**config.mk**
```make
export PLATFORM = sky130hd
export DESIGN_NAME = hsv_to_rgb_converter
export DESIGN_NICKNAME = d
export VERILOG_FILES = /design/src/rtl/hsvrgb_pkg.sv /design/src/rtl/hsv_to_rgb_converter.sv
export SDC_FILE = /design/constraint.sdc
export NUM_CORES = 2
export LEC_CHECK = 0
export BUFFER_PORTS_ARGS = -buffer_cell sky130_fd_sc_hd__buf_2
export CAP_MARGIN = 10
export CORE_UTILIZATION = 25
export CTS_CLUSTER_SIZE = 14
export DETAILED_ROUTE_END_ITERATION = 10
export PLACE_DENSITY_LB_ADDON = 0.08
export SYNTH_ARGS = -nofsm -noshare
export SYNTH_HDL_FRONTEND = slang
export SYNTH_SLANG_ARGS = --single-unit
```
**constraint.sdc**
```tcl
create_clock -name aclk -period 15.9 [get_ports aclk]
set_clock_uncertainty 0.05 [all_clocks]
set_input_delay 1.59 -clock aclk [delete_from_list [all_inputs] [get_ports aclk]]
set_output_delay 1.59 -clock aclk [all_outputs]
set_load 0.01 [all_outputs]
```
**src/rtl/hsvrgb_pkg.sv**
```systemverilog
// ----------------------------------------------------------------------------
// hsvrgb_pkg
// Shared types and fixed-point constants for the HSV to RGB converter.
// ----------------------------------------------------------------------------
package hsvrgb_pkg;

    localparam int unsigned HUE_W  = 12;
    localparam int unsigned CHAN_W = 8;
    localparam int unsigned H6_W   = HUE_W + 3;
    localparam int unsigned BIG_W  = 20;
    localparam int unsigned PROD_W = BIG_W + CHAN_W;
    localparam int unsigned Y_W    = 16;

    localparam logic [CHAN_W-1:0] FULL     = 8'd255;
    localparam logic [HUE_W:0]    FRAC_ONE = 13'd4096;
    localparam logic [BIG_W-1:0]  BIG      = 20'd1044480;
    localparam logic [PROD_W-1:0] HALF_BIG = 28'd522240;
    localparam logic [Y_W-1:0]    HALF_FULL = 16'd127;

    typedef enum logic [2:0] {
        SECT_RED_YEL = 3'd0,
        SECT_YEL_GRN = 3'd1,
        SECT_GRN_CYN = 3'd2,
        SECT_CYN_BLU = 3'd3,
        SECT_BLU_MAG = 3'd4,
        SECT_MAG_RED = 3'd5
    } sector_t;

endpackage

```
**src/rtl/hsv_to_rgb_converter.sv**
```systemverilog
// ----------------------------------------------------------------------------
// hsv_to_rgb_converter
// Converts one HSV pixel word to one RGB pixel word in a four-stage pipeline.
// ----------------------------------------------------------------------------
//  channel | direction | handshake          | payload
//  s_      | in        | s_valid / s_ready  | s_hue[11:0], s_saturation, s_brightness
//  m_      | out       | m_valid / m_ready  | m_red, m_green, m_blue
//
//  m_valid is the stage 4 valid bit; one word per cycle while m_ready is high.
//  Stages: hue*6 split, s*f products, v*level products, /255 and channel select.
//  aresetn (synchronous, active low) clears the stage valid bits only.
//  Each stage holds while its successor is full and stalled; bubbles collapse.
// ----------------------------------------------------------------------------
module hsv_to_rgb_converter
    import hsvrgb_pkg::*;
(
    input  logic              aclk,
    input  logic              aresetn,
    input  logic              s_valid,
    output logic              s_ready,
    input  logic [HUE_W-1:0]  s_hue,
    input  logic [CHAN_W-1:0] s_saturation,
    input  logic [CHAN_W-1:0] s_brightness,
    output logic              m_valid,
    input  logic              m_ready,
    output logic [CHAN_W-1:0] m_red,
    output logic [CHAN_W-1:0] m_green,
    output logic [CHAN_W-1:0] m_blue
);

    function automatic logic [CHAN_W-1:0] div255(input logic [Y_W-1:0] y);
        logic [Y_W:0] acc;
        acc = {1'b0, y} + {9'd0, y[Y_W-1:8]} + 17'd1;
        return acc[Y_W-1:8];
    endfunction

    logic v1_reg, v2_reg, v3_reg, v4_reg;
    logic en1, en2, en3, en4;

    assign en4     = !v4_reg || m_ready;
    assign en3     = !v3_reg || en4;
    assign en2     = !v2_reg || en3;
    assign en1     = !v1_reg || en2;
    assign s_ready = en1;
    assign m_valid = v4_reg;

    always_ff @(posedge aclk) begin
        if (!aresetn) begin
            v1_reg <= 1'b0;
            v2_reg <= 1'b0;
            v3_reg <= 1'b0;
            v4_reg <= 1'b0;
        end else begin
            if (en1) v1_reg <= s_valid;
            if (en2) v2_reg <= v1_reg;
            if (en3) v3_reg <= v2_reg;
            if (en4) v4_reg <= v3_reg;
        end
    end

    // stage 1: sector and fraction
    logic [H6_W-1:0]   h6;
    sector_t           sec1_reg;
    logic [HUE_W-1:0]  f1_reg;
    logic [HUE_W:0]    fc1_reg;
    logic [CHAN_W-1:0] s1_reg, bv1_reg;

    assign h6 = ({3'b000, s_hue} << 2) + ({3'b000, s_hue} << 1);

    always_ff @(posedge aclk) begin
        if (en1) begin
            sec1_reg <= sector_t'(h6[H6_W-1:HUE_W]);
            f1_reg   <= h6[HUE_W-1:0];
            fc1_reg  <= FRAC_ONE - {1'b0, h6[HUE_W-1:0]};
            s1_reg   <= s_saturation;
            bv1_reg  <= s_brightness;
        end
    end

    // stage 2: saturation products
    logic [BIG_W-1:0]   sf;
    logic [BIG_W:0]     sfc;
    logic [Y_W-1:0]     vp;
    sector_t            sec2_reg;
    logic               grey2_reg;
    logic [CHAN_W-1:0]  bv2_reg;
    logic [BIG_W-1:0]   lq2_reg, lt2_reg;
    logic [Y_W-1:0]     np2_reg;

    assign sf  = s1_reg * f1_reg;
    assign sfc = s1_reg * fc1_reg;
    assign vp  = bv1_reg * (FULL - s1_reg);

    always_ff @(posedge aclk) begin
        if (en2) begin
            sec2_reg  <= sec1_reg;
            grey2_reg <= (s1_reg == '0);
            bv2_reg   <= bv1_reg;
            lq2_reg   <= BIG - sf;
            lt2_reg   <= BIG - sfc[BIG_W-1:0];
            np2_reg   <= vp + HALF_FULL;
        end
    end

    // stage 3: value products, rounded and scaled by 1/4096
    logic [PROD_W-1:0] xq, xt;
    sector_t           sec3_reg;
    logic              grey3_reg;
    logic [CHAN_W-1:0] bv3_reg;
    logic [Y_W-1:0]    yq3_reg, yt3_reg, yp3_reg;

    assign xq = bv2_reg * lq2_reg + HALF_BIG;
    assign xt = bv2_reg * lt2_reg + HALF_BIG;

    always_ff @(posedge aclk) begin
        if (en3) begin
            sec3_reg  <= sec2_reg;
            grey3_reg <= grey2_reg;
            bv3_reg   <= bv2_reg;
            yq3_reg   <= xq[PROD_W-1:HUE_W];
            yt3_reg   <= xt[PROD_W-1:HUE_W];
            yp3_reg   <= np2_reg;
        end
    end

    // stage 4: divide by 255 and route by sector
    logic [CHAN_W-1:0] p, q, t;
    logic [CHAN_W-1:0] red_next, green_next, blue_next;
    logic [CHAN_W-1:0] red_reg, green_reg, blue_reg;

    assign p = div255(yp3_reg);
    assign q = div255(yq3_reg);
    assign t = div255(yt3_reg);

    always_comb begin
        if (grey3_reg) begin
            red_next   = bv3_reg;
            green_next = bv3_reg;
            blue_next  = bv3_reg;
        end else begin
            case (sec3_reg)
                SECT_RED_YEL: begin
                    red_next = bv3_reg; green_next = t; blue_next = p;
                end
                SECT_YEL_GRN: begin
                    red_next = q; green_next = bv3_reg; blue_next = p;
                end
                SECT_GRN_CYN: begin
                    red_next = p; green_next = bv3_reg; blue_next = t;
                end
                SECT_CYN_BLU: begin
                    red_next = p; green_next = q; blue_next = bv3_reg;
                end
                SECT_BLU_MAG: begin
                    red_next = t; green_next = p; blue_next = bv3_reg;
                end
                default: begin
                    red_next = bv3_reg; green_next = p; blue_next = q;
                end
            endcase
        end
    end

    always_ff @(posedge aclk) begin
        if (en4) begin
            red_reg   <= red_next;
            green_reg <= green_next;
            blue_reg  <= blue_next;
        end
    end

    assign m_red   = red_reg;
    assign m_green = green_reg;
    assign m_blue  = blue_reg;

endmodule
```
======== After elaboration in Yosys (flattened, before gate mapping) ========
Index checks and enable logic that the tools add are counted.
word-level totals
  register bits after elaboration ......... 200
  output and inout port bits .............. 26
  word-level logic and storage cells ...... 67
  input port bits ......................... 32
cells by class
  $add $sub $neg .......................... 14
  reduce and logical (&&, ||, !) cells .... 14
  mux-type cells .......................... 6
  multiply operators ...................... 5
  equality and inequality tests ........... 4
operators by type and width
  operator                                             number
  case mux 8 bit (3 select lines)                      3
  adder 28 x 19 -> 28 bit, second input constant       2
  multiplier 8 x 20 -> 28 bit                          2
  adder 16 x 1 -> 16 bit, second input constant        3
  adder 16 x 8 -> 16 bit                               3
  subtractor 20 bit, first input constant              2
  two-way mux 8 bit                                    3
  multiplier 8 x 12 -> 20 bit                          1
  multiplier 8 x 13 -> 20 bit                          1
  adder 16 x 7 -> 16 bit, second input constant        1
  multiplier 9 x 9 -> 16 bit                           1
  adder 14 x 13 -> 15 bit                              1
  subtractor 13 x 12 -> 13 bit, first input constant   1
  subtractor 8 x 8 -> 9 bit, first input constant      1
  zero test 8 bit                                      1
  OR reduction 2 bit                                   4
  equality test 3 x 2 -> 1 bit, second input constant  2
  zero test 1 bit                                      4
  logical OR 1 bit                                     4
  equality test 3 x 1 -> 1 bit, second input constant  1
  equality test 3 bit, second input constant           1
  zero test 3 bit                                      1

======== Logic depth before layout (Yosys ltp) ========
  depth after elaboration ................. 5
  mapped depth ............................ 20
  mapped depth without buffers ............ 18

======== Worst setup path after synthesis ========
No wires, ideal clock.
  path kind ............................... reg2reg
  start point ............................. reg bv2_reg[1]
  end point ............................... reg yq3_reg[15], data pin
  period minus slack after synthesis ...... 5.184 ns
  data required time ...................... 15.587 ns
  path buffers ............................ 2
  slack ................................... 10.716 ns
  arrival time ............................ 4.871 ns
  setup time .............................. 0.263 ns
  cell stages (with the launch flop) ...... 20
  path through ............................ edfxtp_1 clkbuf_1 clkbuf_1 nand2_1 fa_1 inv_1 fa_1 fa_1 inv_1 fa_1 inv_1 ha_1 a21oi_1 o21a_1 a21bo_1 nand3_2 o31a_1 a31o_4 a2111oi_4 nor3b_2
between the ends
  word-level cells in the longest chain between the ends .. 2
ends and longest elaborated chain
  element                      RTL line                     source
  from (decl)                  hsv_to_rgb_converter.sv:86   logic [CHAN_W-1:0] bv2_reg;
  from (signal assigned)       hsv_to_rgb_converter.sv:98   bv2_reg <= bv1_reg;
  multiplier 8 x 20 -> 28 bit  hsv_to_rgb_converter.sv:112  assign xq = bv2_reg * lq2_reg + HALF_BIG;
  adder 28 x 19 -> 28 bit      hsv_to_rgb_converter.sv:112
  via xq[27]                   hsv_to_rgb_converter.sv:106  logic [PROD_W-1:0] xq, xt;
  to (signal assigned)         hsv_to_rgb_converter.sv:120  yq3_reg <= xq[PROD_W-1:HUE_W];
  to (decl)                    hsv_to_rgb_converter.sv:110  logic [Y_W-1:0] yq3_reg, yt3_reg, yp3_reg;
The timed path passes the listed nets, and every way through them passes these cells.
A chain may end at the register's enable or synchronous reset.

======== Final worst setup path ========
  start point ............................. reg bv2_reg[0]
  end point ............................... reg yq3_reg[15], data pin
Same word-level chain as after synthesis.

==> impl_metrics.toml <==
[synth]
synth_top_cells_by_area = "sky130_fd_sc_hd__fa_1 27%, sky130_fd_sc_hd__edfxtp_1 22%, sky130_fd_sc_hd__ha_1 14%"
avg_inst_size_synth_um2 = 9.77
yosysWarnings = 0
synth_enable_flop_cells = 190
synth_fp_nets = 3372
post-synth-top-area-fraction = 0.274
synthDistinctLibCells = 81
fraction_of_synthesis_flops_using_an_asynchronous_set_or_reset_pin = 0
synth_largest_area_cell = "sky130_fd_sc_hd__fa_1"
yosys.cell_count.top_type = "sky130_fd_sc_hd__inv_1"
synth_sequential_area_ratio = 0.221
syn-instance-count = 2681
post_synth_instance_area_um2 = 26200
ys_top_cells_by_count = "541 x sky130_fd_sc_hd__inv_1, 358 x sky130_fd_sc_hd__fa_1, 301 x sky130_fd_sc_hd__ha_1, 284 x sky130_fd_sc_hd__nand2_1, 251 x sky130_fd_sc_hd__and2_1"
ys_dominant_reg_cell = "sky130_fd_sc_hd__edfxtp_1"
yosys_register_bits = 194

[worst_hold_path]
hold-path-endpoint = "yp3_reg[0]"
worst_hold_path_type = "reg -> reg"
holdCritStartpoint = "np2_reg[0]"
worstHoldPathCells = 0

[timing]
final_critical_path_setup_slack_ps = 10450
unrepaired_setup_endpoints_after_global_routing = "no"
maxSlewHeadroom = 0.298
report.final.hold_viol_count = 0
fmax_mhz = 183
period_needed_ps = 5450
tightestPinTransition_ps = 1050
finalSetupTns_ps = 0
drv_slew = 0
setup_viol_count_final = 0
tcrit_tclk_final = 0.343

[placement]
gp_congestion = 0.819
portBuffers = 57
pre_cts_slack_ps = 10410
detailedPlacementHpwl_um = 52500

[critical_path]
timing.critical_path.to_type = "register"
slowest_cell_on_the_critical_path = "sky130_fd_sc_hd__fa_1"
critical-path-max-stage-delay_ps = 560
cp_num_buf_inv = 4
critical_path.max_fanout = 37
reg2reg_path_depth = 18
crit-reg2reg-launch = "bv2_reg[0]"
setup.worst_path.class = "reg -> reg"
reg2reg_to = "yq3_reg[15]"
ff2ff_setup_slack_ps = 10450
cp_data_arrival_time_ps = 5650
crit_chain = "buf_4 -> nand2_1 -> fa_1 -> inv_1 -> fa_1 -> fa_1 -> inv_1 -> fa_1 -> inv_1 -> ha_1 -> a21oi_1 -> o21a_1 -> a21bo_1 -> nand3_2 -> o31a_1 -> a31o_4 -> a2111oi_4 -> nor3b_2"
critical_path.startpoint_type = "register"
crit_required_ps = 16090
path_delay_family = "adder cells"
cp_common_cell = "sky130_fd_sc_hd__fa_1"

[floorplanning]
ioPinCount = 58
die_width_um = 326
design.die.area_um2 = 106000
core_region_area_um2 = 104000
start_util = 0.253
core.rowCount = 118
chipHeight_um = 326

[drt]
via_per_inst = 4.31
total_number_of_vias = 17700
drc = 0
routed_wirelength_normalized_by_instance_count_um = 16.3
drt_first_pass_iters = 7
detail_route.wirelength_um = 67000
postRouteAntennaNets = 0
drt_first_iter_violations = 824

[clocking]
cts-hold-fix-buffers = 0
tritoncts_num_sinks = 194
post_cts_resized = 0
postCtsSetupBuffers = 0
cts_tree = "done"
htreeDepth = 4
clk_latency_ps = 500
clkTransAtPathRegs_ps = 80
tritoncts.num_buffers = 17
cts.path.max_buffers = 2
cts-root-buf = "sky130_fd_sc_hd__clkbuf_16"

[global_routing]
via_count_of_the_first_global_routing_pass = 19600
overflow = 0
gr-usage-all-layers = 0.133
grt_first_pass_wirelength_um = 110000
antenna_found_initial = 1
maximum_number_of_pins_on_one_net_before_global_route_repair = 66

[layout]
final.fill_count = 11100
layout_cells_sized_above_1 = 0.0511
nets = 3398
area_growth_syn_to_layout_pct = 9.65
largest_reg_flops = 19
insertedDiodeCount = 0

[outcome]
outcome = "complete, no violations"

[job]
cap_violations = 0
[area by class of cell]
cell class | instances | area [um^2] | share of cell area
Timing Repair Buffer | 77 | 435 | 0.0152
Multi-Input combinational cell | 1874 | 18100 | 0.630
Clock buffer | 18 | 439 | 0.0153
Clock inverter | 14 | 193 | 0.00671
Inverter | 543 | 2040 | 0.0710
Tap cell | 1380 | 1730 | 0.0601
Sequential cell | 194 | 5790 | 0.201
[worst max path at each step]
stage / start / end / slack (ps) / cells after the start
6_report: bv2_reg[0] / yq3_reg[15] / 10450 / 18
3_3_place_gp: bv2_reg[0] / yq3_reg[15] / 10440 / 18
5_1_grt: bv2_reg[0] / yq3_reg[15] / 10180 / 18
3_5_place_dp: bv2_reg[0] / yq3_reg[15] / 10410 / 18
4_1_cts: bv2_reg[0] / yq3_reg[15] / 10390 / 18
2_1_floorplan: bv2_reg[1] / yq3_reg[15] / 10720 / 19
[logic make-up after synthesis]
| kind of cell | after synthesis | share of synthesized area |
|---|---|---|
| mux | 3 | 0.00124 |
| flops | 194 | 0.221 |
| buf+inv | 613 | 0.0882 |
| compound gates | 310 | 0.0798 |
| fa+ha+maj | 659 | 0.417 |
| xor+xnor | 117 | 0.0391 |
| simple gates | 785 | 0.153 |
[per-stage QoR]
step / hold slack, ps / cell area (um^2) / utilization / cells
5_1_grt: 381 / 28700 / 0.277 / 4100
3_5_place_dp: 355 / 28100 / 0.271 / 4068
4_1_cts: 374 / 28700 / 0.277 / 4100
3_3_place_gp: 355 / 28100 / 0.271 / 4068
6_report: 371 / 28700 / 0.277 / 4100
2_1_floorplan: 350 / 26200 / - / 2681
[cells in the final DEF, fill, tap and decap left out, types with 10 or more instances in the layout]
| cell | instances |
|---|---|
| sky130_fd_sc_hd__a211oi_1 | 10 |
| sky130_fd_sc_hd__a21o_1 | 38 |
| sky130_fd_sc_hd__a21oi_1 | 96 |
| sky130_fd_sc_hd__a31oi_1 | 11 |
| sky130_fd_sc_hd__and2_1 | 251 |
| sky130_fd_sc_hd__and3_1 | 12 |
| sky130_fd_sc_hd__buf_2 | 57 |
| sky130_fd_sc_hd__buf_4 | 20 |
| sky130_fd_sc_hd__clkbuf_16 | 17 |
| sky130_fd_sc_hd__edfxtp_1 | 190 |
| sky130_fd_sc_hd__fa_1 | 358 |
| sky130_fd_sc_hd__ha_1 | 301 |
| sky130_fd_sc_hd__inv_1 | 540 |
| sky130_fd_sc_hd__nand2_1 | 282 |
| sky130_fd_sc_hd__nand2b_1 | 38 |
| sky130_fd_sc_hd__nand3_1 | 15 |
| sky130_fd_sc_hd__nand4_1 | 14 |
| sky130_fd_sc_hd__nor2_1 | 84 |
| sky130_fd_sc_hd__nor2b_1 | 46 |
| sky130_fd_sc_hd__nor3_1 | 11 |
| sky130_fd_sc_hd__o21a_1 | 15 |
| sky130_fd_sc_hd__o21ai_0 | 40 |
| sky130_fd_sc_hd__o21ai_1 | 12 |
| sky130_fd_sc_hd__o21bai_1 | 11 |
| sky130_fd_sc_hd__xnor2_1 | 74 |
| sky130_fd_sc_hd__xor2_1 | 43 |
[routing by layer]
metal / global-route usage / share of wire / vias to the layer above
li1: - / - / 8560
met4: 0.0227 / 0.0072 / 0
met3: 0.0147 / 0.023 / 24
met5: 0 / 0 / -
met2: 0.217 / 0.46 / 177
met1: 0.190 / 0.51 / 8899
Power is left out: the tool's default activity adds up to more than one toggle a clock period on the data nets, which glitch-free logic cannot reach.
